==> src/rtl/core/lru_page_replacement_top_assert.svh <==
// -----------------------------------------------------------------------------
// LRU page replacement assertion macros
// Shared property wrappers: sampled on clk_i, quiet while rst_ni is low.
// -----------------------------------------------------------------------------
`ifndef LRU_PAGE_REPLACEMENT_TOP_ASSERT_SVH
`define LRU_PAGE_REPLACEMENT_TOP_ASSERT_SVH

// Same-cycle property
`define LRUPR_ASSERT(lbl, prop, msg) \
  lbl: assert property (@(posedge clk_i) disable iff (!rst_ni) (prop)) else $error(msg);

// Antecedent implies consequent on the next clock
`define LRUPR_ASSERT_NEXT(lbl, ante, cons, msg) \
  `LRUPR_ASSERT(lbl, (ante) |=> (cons), msg)

`endif

==> src/rtl/core/lrupr_pkg.sv <==
// -----------------------------------------------------------------------------
// LRU page replacement package
// Sizes, transaction payload types and controller/datapath handshake structs.
// -----------------------------------------------------------------------------
package lrupr_pkg;

  // Table geometry
  localparam int unsigned FRAMES    = 16;
  localparam int unsigned PAGE_BITS = 16;
  localparam int unsigned IDX_W     = (FRAMES > 1) ? $clog2(FRAMES) : 1;
  localparam int unsigned STAMP_W   = 32;
  localparam int unsigned CFG_W     = 5;

  // Reset value of the frame-count register
  localparam logic [CFG_W-1:0] FRAMES_IN_USE_RST = CFG_W'(16);

  typedef logic [IDX_W-1:0]     idx_t;
  typedef logic [PAGE_BITS-1:0] page_t;
  typedef logic [STAMP_W-1:0]   stamp_t;

  // Input transaction
  typedef struct packed {
    logic        start_new;
    logic [15:0] page;
  } lrupr_req_t;

  // Result transaction
  typedef struct packed {
    logic        hit;
    logic [3:0]  frame_index;
    logic        evicted_valid;
    logic [15:0] evicted_page;
    logic [31:0] fault_count;
  } lrupr_rsp_t;

  // Controller -> datapath commands
  typedef struct packed {
    logic accept;  // capture request, bump reference counter
    logic scan;    // examine one frame
    logic place;   // resolve hit or load victim frame
  } lrupr_cmd_t;

  // Datapath -> controller status
  typedef struct packed {
    logic scan_last;  // current frame is the last active one
  } lrupr_sts_t;

endpackage

==> src/rtl/core/lru_page_replacement_top.sv <==
// -----------------------------------------------------------------------------
// LRU page replacement top level
// Page reference in, hit/fault result out; least recently used frame evicted.
//
//   channel  | ports                     | handshake
//   ---------+---------------------------+--------------------------------
//   request  | req_i (lrupr_req_t)       | taken when start && !busy
//   result   | rsp_o (lrupr_rsp_t)       | valid for one cycle on done_o
//   config   | cfg_we_i, cfg_wdata_i     | written when cfg_we_i is high
//
// For each reference the scan reads one frame of the table per cycle over N frames,
// N the active frame count, and then the placement state follows.
// done_o rises the cycle after placement, when busy is already low again.
// Reset empties all frames and clears both counters; frame count resets to 16.
// The result receiver cannot stall; each result shows for exactly one cycle.
// -----------------------------------------------------------------------------
module lru_page_replacement_top
  import lrupr_pkg::*;
(
  input  logic             clk_i,
  input  logic             rst_ni,
  input  logic             start,
  output logic             busy,
  input  lrupr_req_t       req_i,
  output logic             done_o,
  output lrupr_rsp_t       rsp_o,
  input  logic             cfg_we_i,
  input  logic [CFG_W-1:0] cfg_wdata_i
);

  lrupr_cmd_t cmd;
  lrupr_sts_t sts;

  // Sequencer
  lrupr_ctrl u_ctrl (
    .clk_i  (clk_i),
    .rst_ni (rst_ni),
    .start  (start),
    .busy   (busy),
    .done_o (done_o),
    .cmd_o  (cmd),
    .sts_i  (sts)
  );

  // Frame table and counters
  lrupr_dpath u_dpath (
    .clk_i       (clk_i),
    .rst_ni      (rst_ni),
    .cfg_we_i    (cfg_we_i),
    .cfg_wdata_i (cfg_wdata_i),
    .req_i       (req_i),
    .cmd_i       (cmd),
    .sts_o       (sts),
    .rsp_o       (rsp_o)
  );

endmodule

==> src/rtl/core/lrupr_ctrl.sv <==
// -----------------------------------------------------------------------------
// LRU page replacement controller
// Sequences accept, frame scan and placement; drives busy and result strobe.
// -----------------------------------------------------------------------------
`include "lru_page_replacement_top_assert.svh"

module lrupr_ctrl
  import lrupr_pkg::*;
(
  input  logic       clk_i,
  input  logic       rst_ni,
  input  logic       start,
  output logic       busy,
  output logic       done_o,
  output lrupr_cmd_t cmd_o,
  input  lrupr_sts_t sts_i
);

  typedef enum logic [1:0] {
    ST_IDLE,
    ST_SCAN,
    ST_PLACE
  } state_e;

  state_e state_q;
  logic   done_q;

  // State and registered strobe
  always_ff @(posedge clk_i or negedge rst_ni) begin
    if (!rst_ni) begin
      state_q <= ST_IDLE;
      done_q  <= 1'b0;
    end else begin
      done_q <= 1'b0;
      unique case (state_q)
        ST_IDLE: begin
          if (start) state_q <= ST_SCAN;
        end
        ST_SCAN: begin
          if (sts_i.scan_last) state_q <= ST_PLACE;
        end
        ST_PLACE: begin
          state_q <= ST_IDLE;
          done_q  <= 1'b1;
        end
        default: state_q <= ST_IDLE;
      endcase
    end
  end

  // Commands
  assign cmd_o.accept = (state_q == ST_IDLE) && start;
  assign cmd_o.scan   = (state_q == ST_SCAN);
  assign cmd_o.place  = (state_q == ST_PLACE);

  assign busy   = (state_q != ST_IDLE);
  assign done_o = done_q;

  `LRUPR_ASSERT_NEXT(a_accept_busy, cmd_o.accept, busy, "accept did not raise busy")
  `LRUPR_ASSERT(a_done_after_place, done_o |-> $past(cmd_o.place), "strobe without placement")
  `LRUPR_ASSERT_NEXT(a_scan_holds, cmd_o.scan && !sts_i.scan_last, cmd_o.scan,
                     "scan left early")

endmodule

==> src/rtl/core/lrupr_dpath.sv <==
// -----------------------------------------------------------------------------
// LRU page replacement datapath
// Frame table, reference and fault counters, match scan and min-stamp search.
// -----------------------------------------------------------------------------
`include "lru_page_replacement_top_assert.svh"

module lrupr_dpath
  import lrupr_pkg::*;
(
  input  logic             clk_i,
  input  logic             rst_ni,
  input  logic             cfg_we_i,
  input  logic [CFG_W-1:0] cfg_wdata_i,
  input  lrupr_req_t       req_i,
  input  lrupr_cmd_t       cmd_i,
  output lrupr_sts_t       sts_o,
  output lrupr_rsp_t       rsp_o
);

  localparam stamp_t STAMP_MAX = '1;

  // Frame table; valid bits stand in for the cleared contents
  page_t              page_mem [FRAMES];
  stamp_t             stamp_mem[FRAMES];
  logic [FRAMES-1:0]  valid_q;

  logic [CFG_W-1:0] cfg_q;
  stamp_t           ref_q, ref_d, ref_base;
  stamp_t           faults_q;
  logic             found_q;

  page_t  page_q;
  stamp_t stamp_q;
  idx_t   last_q, last_d;
  idx_t   idx_q;
  idx_t   where_q;
  idx_t   min_idx_q;
  stamp_t min_stamp_q;

  logic        hit_q;
  idx_t        frame_q;
  logic        ev_valid_q;
  page_t       ev_page_q;

  idx_t   rd_addr;
  logic   rd_valid;
  page_t  rd_page;
  stamp_t rd_stamp;
  logic   match;
  logic [IDX_W+3:0] frame_wide;

  // Reference counter with clear on start_new, saturating
  assign ref_base = req_i.start_new ? '0 : ref_q;
  assign ref_d    = (ref_base == STAMP_MAX) ? ref_base : ref_base + STAMP_W'(1);

  // Last active frame index from the frame-count register
  always_comb begin
    if (cfg_q == '0) begin
      last_d = '0;
    end else if (int'(cfg_q) >= int'(FRAMES)) begin
      last_d = IDX_W'(FRAMES - 1);
    end else begin
      last_d = IDX_W'(cfg_q - CFG_W'(1));
    end
  end

  // Table read port: scan index, or victim during placement
  assign rd_addr  = cmd_i.place ? min_idx_q : idx_q;
  assign rd_valid = valid_q[rd_addr];
  assign rd_page  = page_mem[rd_addr];
  assign rd_stamp = rd_valid ? stamp_mem[rd_addr] : '0;
  assign match    = rd_valid && (rd_page == page_q);

  assign sts_o.scan_last = (idx_q == last_q);

  // Control state: config, valid bits, counters
  always_ff @(posedge clk_i or negedge rst_ni) begin
    if (!rst_ni) begin
      cfg_q    <= FRAMES_IN_USE_RST;
      valid_q  <= '0;
      ref_q    <= '0;
      faults_q <= '0;
      found_q  <= 1'b0;
    end else begin
      if (cfg_we_i) cfg_q <= cfg_wdata_i;
      if (cmd_i.accept) begin
        ref_q   <= ref_d;
        found_q <= 1'b0;
        if (req_i.start_new) begin
          valid_q  <= '0;
          faults_q <= '0;
        end
      end
      if (cmd_i.scan && match) found_q <= 1'b1;
      if (cmd_i.place && !found_q) begin
        valid_q[min_idx_q] <= 1'b1;
        if (faults_q != STAMP_MAX) faults_q <= faults_q + STAMP_W'(1);
      end
    end
  end

  // Payload: request, scan registers, table contents, results
  always_ff @(posedge clk_i) begin
    if (cmd_i.accept) begin
      page_q  <= PAGE_BITS'(req_i.page);
      stamp_q <= ref_d;
      last_q  <= last_d;
      idx_q   <= '0;
    end
    // One frame per cycle: stamp matches, track the oldest stamp
    if (cmd_i.scan) begin
      idx_q <= idx_q + IDX_W'(1);
      if (match) begin
        stamp_mem[idx_q] <= stamp_q;
        if (!found_q) where_q <= idx_q;
      end
      if ((idx_q == '0) || (rd_stamp < min_stamp_q)) begin
        min_idx_q   <= idx_q;
        min_stamp_q <= rd_stamp;
      end
    end
    // Resolve: report the hit, or load the page into the victim frame
    if (cmd_i.place) begin
      if (found_q) begin
        hit_q      <= 1'b1;
        frame_q    <= where_q;
        ev_valid_q <= 1'b0;
        ev_page_q  <= '0;
      end else begin
        hit_q      <= 1'b0;
        frame_q    <= min_idx_q;
        ev_valid_q <= rd_valid;
        ev_page_q  <= rd_valid ? rd_page : '0;
        page_mem[min_idx_q]  <= page_q;
        stamp_mem[min_idx_q] <= stamp_q;
      end
    end
  end

  assign frame_wide = {4'b0, frame_q};

  assign rsp_o.hit           = hit_q;
  assign rsp_o.frame_index   = frame_wide[3:0];
  assign rsp_o.evicted_valid = ev_valid_q;
  assign rsp_o.evicted_page  = 16'(ev_page_q);
  assign rsp_o.fault_count   = faults_q;

  `LRUPR_ASSERT_NEXT(a_miss_fills, cmd_i.place && !found_q, valid_q != '0,
                     "miss left the table empty")
  `LRUPR_ASSERT_NEXT(a_scan_no_fault, cmd_i.scan, $stable(faults_q),
                     "fault count moved during scan")
  `LRUPR_ASSERT_NEXT(a_hit_keeps_valid, cmd_i.place && found_q, $stable(valid_q),
                     "hit changed frame occupancy")

endmodule

==> config.mk <==
export PLATFORM = sky130hd
export DESIGN_NAME = lru_page_replacement_top
export DESIGN_NICKNAME = d
export VERILOG_FILES = /design/src/rtl/core/lrupr_pkg.sv /design/src/rtl/core/lru_page_replacement_top.sv /design/src/rtl/core/lrupr_ctrl.sv /design/src/rtl/core/lrupr_dpath.sv
export VERILOG_INCLUDE_DIRS = /design/src /design/src/rtl/core
export SDC_FILE = /design/constraint.sdc
export NUM_CORES = 1
export LEC_CHECK = 0
export BUFFER_PORTS_ARGS = -buffer_cell sky130_fd_sc_hd__buf_4
export CORE_MARGIN = 1.5
export CORE_UTILIZATION = 55
export DETAILED_ROUTE_END_ITERATION = 10
export PLACE_DENSITY = 0.68
export SYNTH_ARGS = -nofsm -noshare
export SYNTH_HDL_FRONTEND = slang
export SYNTH_HIERARCHICAL = 1
export SYNTH_SLANG_ARGS = --single-unit
==> constraint.sdc <==
create_clock -name clk_i -period 8.07 [get_ports clk_i]
set_input_delay 0.807 -clock clk_i [delete_from_list [all_inputs] [get_ports clk_i]]
set_output_delay 0.807 -clock clk_i [all_outputs]
set_load 0.1 [all_outputs]
**Word level (Yosys, flattened, before mapping)**

Memories as Yosys holds them, arrays and structs flattened.
Index checks and enable logic that the tools add are counted.

- Logic and storage cells: 93
- Memories kept: 2
- RAM bits: 768
- Register bits: 207
- Input bits: 26
- Output and inout port bits: 56

Memories:

| memory | words | bits a word | read ports | clocked after Yosys merged registers in | wr ports | RTL line | RTL |
|---|---|---|---|---|---|---|---|
| u_dpath.stamp_mem | 16 | 32 | 1 | 0 | 1 | lrupr_dpath.sv:24 | `stamp_t stamp_mem[FRAMES];` |
| u_dpath.page_mem | 16 | 16 | 1 | 0 | 1 | lrupr_dpath.sv:23 | `page_t page_mem [FRAMES];` |

- Equality and inequality tests: 8
- Mux-type cells: 35
- $add $sub $neg: 4
- Order comparisons: 5
- Reductions and logical operators: 18
- Bitwise operators: 3

Operators with widths:

| kind | count |
|---|---|
| 32-bit two-way mux | 8 |
| 32-bit by 1-bit adder with 32-bit output, second input constant | 2 |
| 16-bit two-way mux | 3 |
| 32-bit == test, second input constant | 1 |
| 32-bit < comparator | 1 |
| 32-bit != test, second input constant | 1 |
| 32-bit OR reduction | 1 |
| 4-bit two-way mux | 6 |
| 16-bit == test | 1 |
| 16-bit OR | 1 |
| 1-bit two-way mux | 13 |
| 4-bit by 5-bit < comparator with 1-bit output, second input constant | 2 |
| 2-bit nonzero test | 3 |
| 5-bit greater-or-equal comparator, second input constant | 1 |
| 1-bit logical AND | 5 |
| 5-bit zero test | 1 |
| 4-bit by 1-bit adder with 4-bit output, second input constant | 1 |
| 1-bit binary-select mux with 4-bit select | 1 |
| 1-bit demux with 4-bit select | 1 |
| 4-bit == test | 1 |
| 4-bit by 1-bit greater-or-equal comparator with 1-bit output, second input constant | 1 |
| 4-bit zero test | 1 |
| 2-bit two-way mux | 2 |
| 2-bit != test, second input constant | 2 |
| 11 further kinds | 13 |

**Longest topological paths before layout**

- Depth after elaboration: 9
- Depth in mapped cells: 21
- Gate-level depth less buffers: 16

**Hierarchy**

Netlist, hierarchy kept.

By module, submodules not included:

| module | instances | cells each | area each (sq um) | sequential area each (sq um) |
|---|---|---|---|---|
| lrupr_dpath | 1 | 2909 | 41013.1 | 28758.8 |
| lrupr_ctrl | 1 | 12 | 135.1 | 75.1 |

**Worst setup path after synthesis**

Ideal clock, no wire load.

- Path type: reg2reg
- Start: register u_ctrl.state_q[0]
- End: register u_dpath.min_idx_q[0] (enable)
- Data required time: 7.671 ns
- Data arrival time: 5.457 ns
- Path buffers: 6
- Period minus slack after synthesis: 5.856 ns
- Setup slack: 2.214 ns
- Library setup time: 0.399 ns
- Stages on the path, launching flop included: 21
- Cell sequence: dfrtp_1 -> and2b_2 -> buf_4 -> mux2i_2 -> buf_6 -> buf_4 -> buf_2 -> buf_2 -> clkbuf_1 -> nand3_1 -> a311o_1 -> o311a_1 -> ha_1 -> a21o_1 -> a21o_1 -> a21oi_1 -> nor2b_1 -> o21ai_0 -> a211oi_1 -> o31ai_1 -> o31a_1

RTL lines:

| element | RTL line | RTL |
|---|---|---|
| from (decl) | lrupr_ctrl.sv:25 | `state_e state_q;` |
| from (signal assigned) | lrupr_ctrl.sv:31 | `state_q <= ST_IDLE;` |
| from (signal assigned) | lrupr_ctrl.sv:37 | `if (start) state_q <= ST_SCAN;` |
| from (signal assigned) | lrupr_ctrl.sv:40 | `if (sts_i.scan_last) state_q <= ST_PLACE;` |
| to (signal assigned) | lrupr_dpath.sv:118 | `min_idx_q <= idx_q;` |
| to (decl) | lrupr_dpath.sv:37 | `idx_t min_idx_q;` |

==> metrics.csv <==
metric,value,unit
dieArea,0.0765,mm²
syn_nets,2986,
yosys-top-cells-count,"edfxtp_1, nand2_1, mux2i_1",
grt_first_pass_wirelength,154,mm
preCtsSetupSlack,1550,ps
worst_ep_arrival_time,6870,ps
die_w,277,µm
cap_violations,0,
grt_pass1_vias,25015,
antenna_found_initial,5,
final.setup.tns,0,ps
synth_seq_cells,975,
outcome,finished clean,
viasPerCell,6.25,
rr_endpoint,u_dpath/min_stamp_q[3],
synth-simple-area-share,12.0,%
drtIter0Drc,2729,
whs,315,ps
path_clk_slew,60,ps
grt_overflow_total,0,
rrSetupSlack,1460,ps
dr.pass1.iters,6,
synth_mux_area_share,6.90,%
synth-edff-count,886,
ys_seq_area_share,70.1,%
fin_area,0.0461,mm²
multi_input_area,0.0116,mm²
worstMarginPinSlew,1090,ps
startpoint_type,register,
top_layer_used,met5,
final-hold-violation-count,0,
die_h,277,µm
num-fill-cells,5390,
crit_path_end_kind,register,
hpwl,56.8,mm
synthFlopType,edfxtp_1,
area_growth,11.9,%
synth_xor_area_share,1.27,%
syn_avg_cell_area,14.1,µm²
min_period,6610,ps
grt_max_degree,148,
power_density,332,mW/mm²
htree_levels,3,
hp-start,req_i[0],
yosys.area_share.adder,1.19,%
start_util,55.5,%
drc,0,
track_usage,26.7,%
ys.warnings.count,6,
p_seq_share,41.4,%
reg2regPathDepth,18,
timing.final.ws_setup,1460,ps
wl_met2,48.2,mm
cts_tree,built,
synth.cell_area,0.0411,mm²
seq_area,0.0288,mm²
fin_crit_sh,81.9,%
portBuffers,81,
rsz0062_at_grt,false,
num_io_pins,82,
clockPowerShare,28.6,%
wl_met1,42.6,mm
cts.path.max_buffers,3,
rr_startpoint,u_ctrl/state_q[0],
p_int,0.00999,W
place_congestion,0.814,
required,8330,ps
fmax,151,MHz
cts_hold_buffers,1,
finClkSkew,36.4,ps
async_reset_ff_share,9.13,%
setup_violations,0,
postCtsSetupBuffers,0,
cts.repair.resized,0,
holdPathEnd,u_dpath/page_q[0],
holdPathStages,1,
relSlewSlack,27.0,%
crit_type,reg2reg,
vias,25194,
synth_cell_type_count,80,
pwr-share-comb,30.0,%
cts_root_buf,clkbuf_16,
rows,100,
hold_path_class,in2reg,
yosysTopAreaCell,edfxtp_1,
nets,3047,
place_area,0.0430,mm²
critPathMaxFanout,104,
drtAntennaViolNets,0,
switching_share,34.7,%
n_antenna_cell,0,
ir_drop,0.327,mV
drive_above_1_share,12.9,%
routed_wl,102,mm
wl_met3,9.29,mm
switchingPower,0.00532,W
avgRoutedWirePerCell,25.4,µm
synth_top_family_by_area,simple AND/OR/NAND/NOR gates,
coreArea,0.0742,mm²
yosysMostFrequentCell,edfxtp_1,
synth_cells,2921,
drv_slew,0,
synth_compound_area_share,6.16,%
p_leak,16.7,nW
cts_made_buffers,98,
synth_top_area_share,64.7,%
cts_sinks,975,
synth.area.top_cells,"edfxtp_1, nand2_1, dfrtp_1",
finalPower,0.0153,W
insertion_delay,680,ps
-- layout make-up --
cell class              instances  area share, %
multi-input cells            1714           25.3
flip-flops and latches        975           62.6
repair buffers                131           2.30
inverters                      62          0.505
clock inverters                61           1.07
well taps                     969           2.63
clock buffers                 120           5.60
-- per-layer routing --
| layer | vias to the layer above | track usage, % |
|---|---|---|
| li1 | 11147 | - |
| met4 | 6 | 7.86 |
| met3 | 179 | 4.80 |
| met2 | 1120 | 42.1 |
| met5 | - | 0 |
| met1 | 12742 | 38.2 |
-- worst max-delay path by stage --
stage / slack [ps] / cells past startpoint / start / to
2_1_floorplan: 2210 / 20 / u_ctrl/state_q[0] / u_dpath/min_idx_q[0]
3_3_place_gp: 1600 / 16 / u_ctrl/state_q[0] / u_dpath/min_idx_q[1]
3_5_place_dp: 1550 / 16 / u_ctrl/state_q[0] / u_dpath/min_idx_q[1]
4_1_cts: 1520 / 16 / u_ctrl/state_q[0] / u_dpath/min_stamp_q[3]
5_1_grt: 1100 / 16 / u_ctrl/state_q[0] / u_dpath/min_stamp_q[2]
6_report: 1460 / 18 / u_ctrl/state_q[0] / u_dpath/min_stamp_q[3]
-- cell usage in the layout (no fill, tap or decap), types with 7 or more instances in the layout --
cell type / count
a211oi_1: 8
a21o_1: 24
a21oi_1: 22
a311o_1: 31
a311oi_1: 93
and2_1: 8
and3_1: 122
buf_4: 124
bufinv_16: 7
clkbuf_1: 20
clkbuf_16: 100
clkinv_1: 27
clkinv_2: 19
dfrtp_1: 88
edfxtp_1: 886
ha_1: 39
inv_1: 62
mux2_2: 28
mux2i_1: 152
mux4_2: 39
nand2_1: 610
nand2b_1: 18
nand3_1: 99
nand4_1: 43
nor2_1: 73
nor2_4: 9
nor2b_1: 23
nor3_1: 13
nor4_1: 12
o21ai_0: 22
o21bai_4: 16
o22ai_1: 14
o311a_1: 31
xnor2_1: 41
xor2_1: 17
-- logic make-up after synthesis --
logic type,Yosys count
adder cells (fa/ha/maj),39
AND/OR/NAND/NOR,1080
AO/OA/AOI/OAI,308
flip-flops,975
XOR/XNOR,59
multiplexers,228
buffers and inverters,232
-- worst max-delay path: stages (launching register included) --
cell and delay (ps):
dfrtp_1 400, and2b_2 380, buf_4 480, mux2_8 800
buf_12 430, nand2_1 130, and3_1 210, a311oi_1 240
a311o_1 160, o311a_1 210, ha_1 250, a21o_1 190
a21o_1 170, a21oi_1 140, nor2b_1 50, o21ai_0 410
a211oi_1 150, o31ai_1 230, o31a_2 920
-- sequential cells by signal (all words and copies together), names as in the netlist --
register and count:
u_dpath/page_q 16, u_dpath/found_q 1, u_dpath/where_q 4, u_dpath/min_stamp_q 32, u_dpath/frame_q 4, u_dpath/stamp_mem 512
u_ctrl/state_q 2, u_dpath/valid_q 16, u_dpath/idx_q 4, u_dpath/ev_page_q 16, u_dpath/ev_valid_q 1, u_dpath/hit_q 1
u_dpath/stamp_q 32, u_dpath/last_q 4, u_dpath/faults_q 32, u_dpath/min_idx_q 4, u_dpath/ref_q 32, u_ctrl/done_o 1
u_dpath/cfg_q 5, u_dpath/page_mem 256
-- power groups by stage --
stage	Clock, W	Sequential, W	Combinational, W
finish	0.00438	0.00634	0.00459
global route	0.00463	0.00639	0.00493
CTS	0.00444	0.00634	0.00457
detailed placement	0	0.00644	0.00455
global placement	0	0.00641	0.00446
floorplan	0	0.00650	0.00314
-- through the flow --
step                cells  util, %
floorplan            2921        -
global placement     3850     57.9
detailed placement   3850     57.9
CTS                  4032     62.1
global route         4032     62.1
finish               4032     62.1
Power figures use the tool's default switching activity.
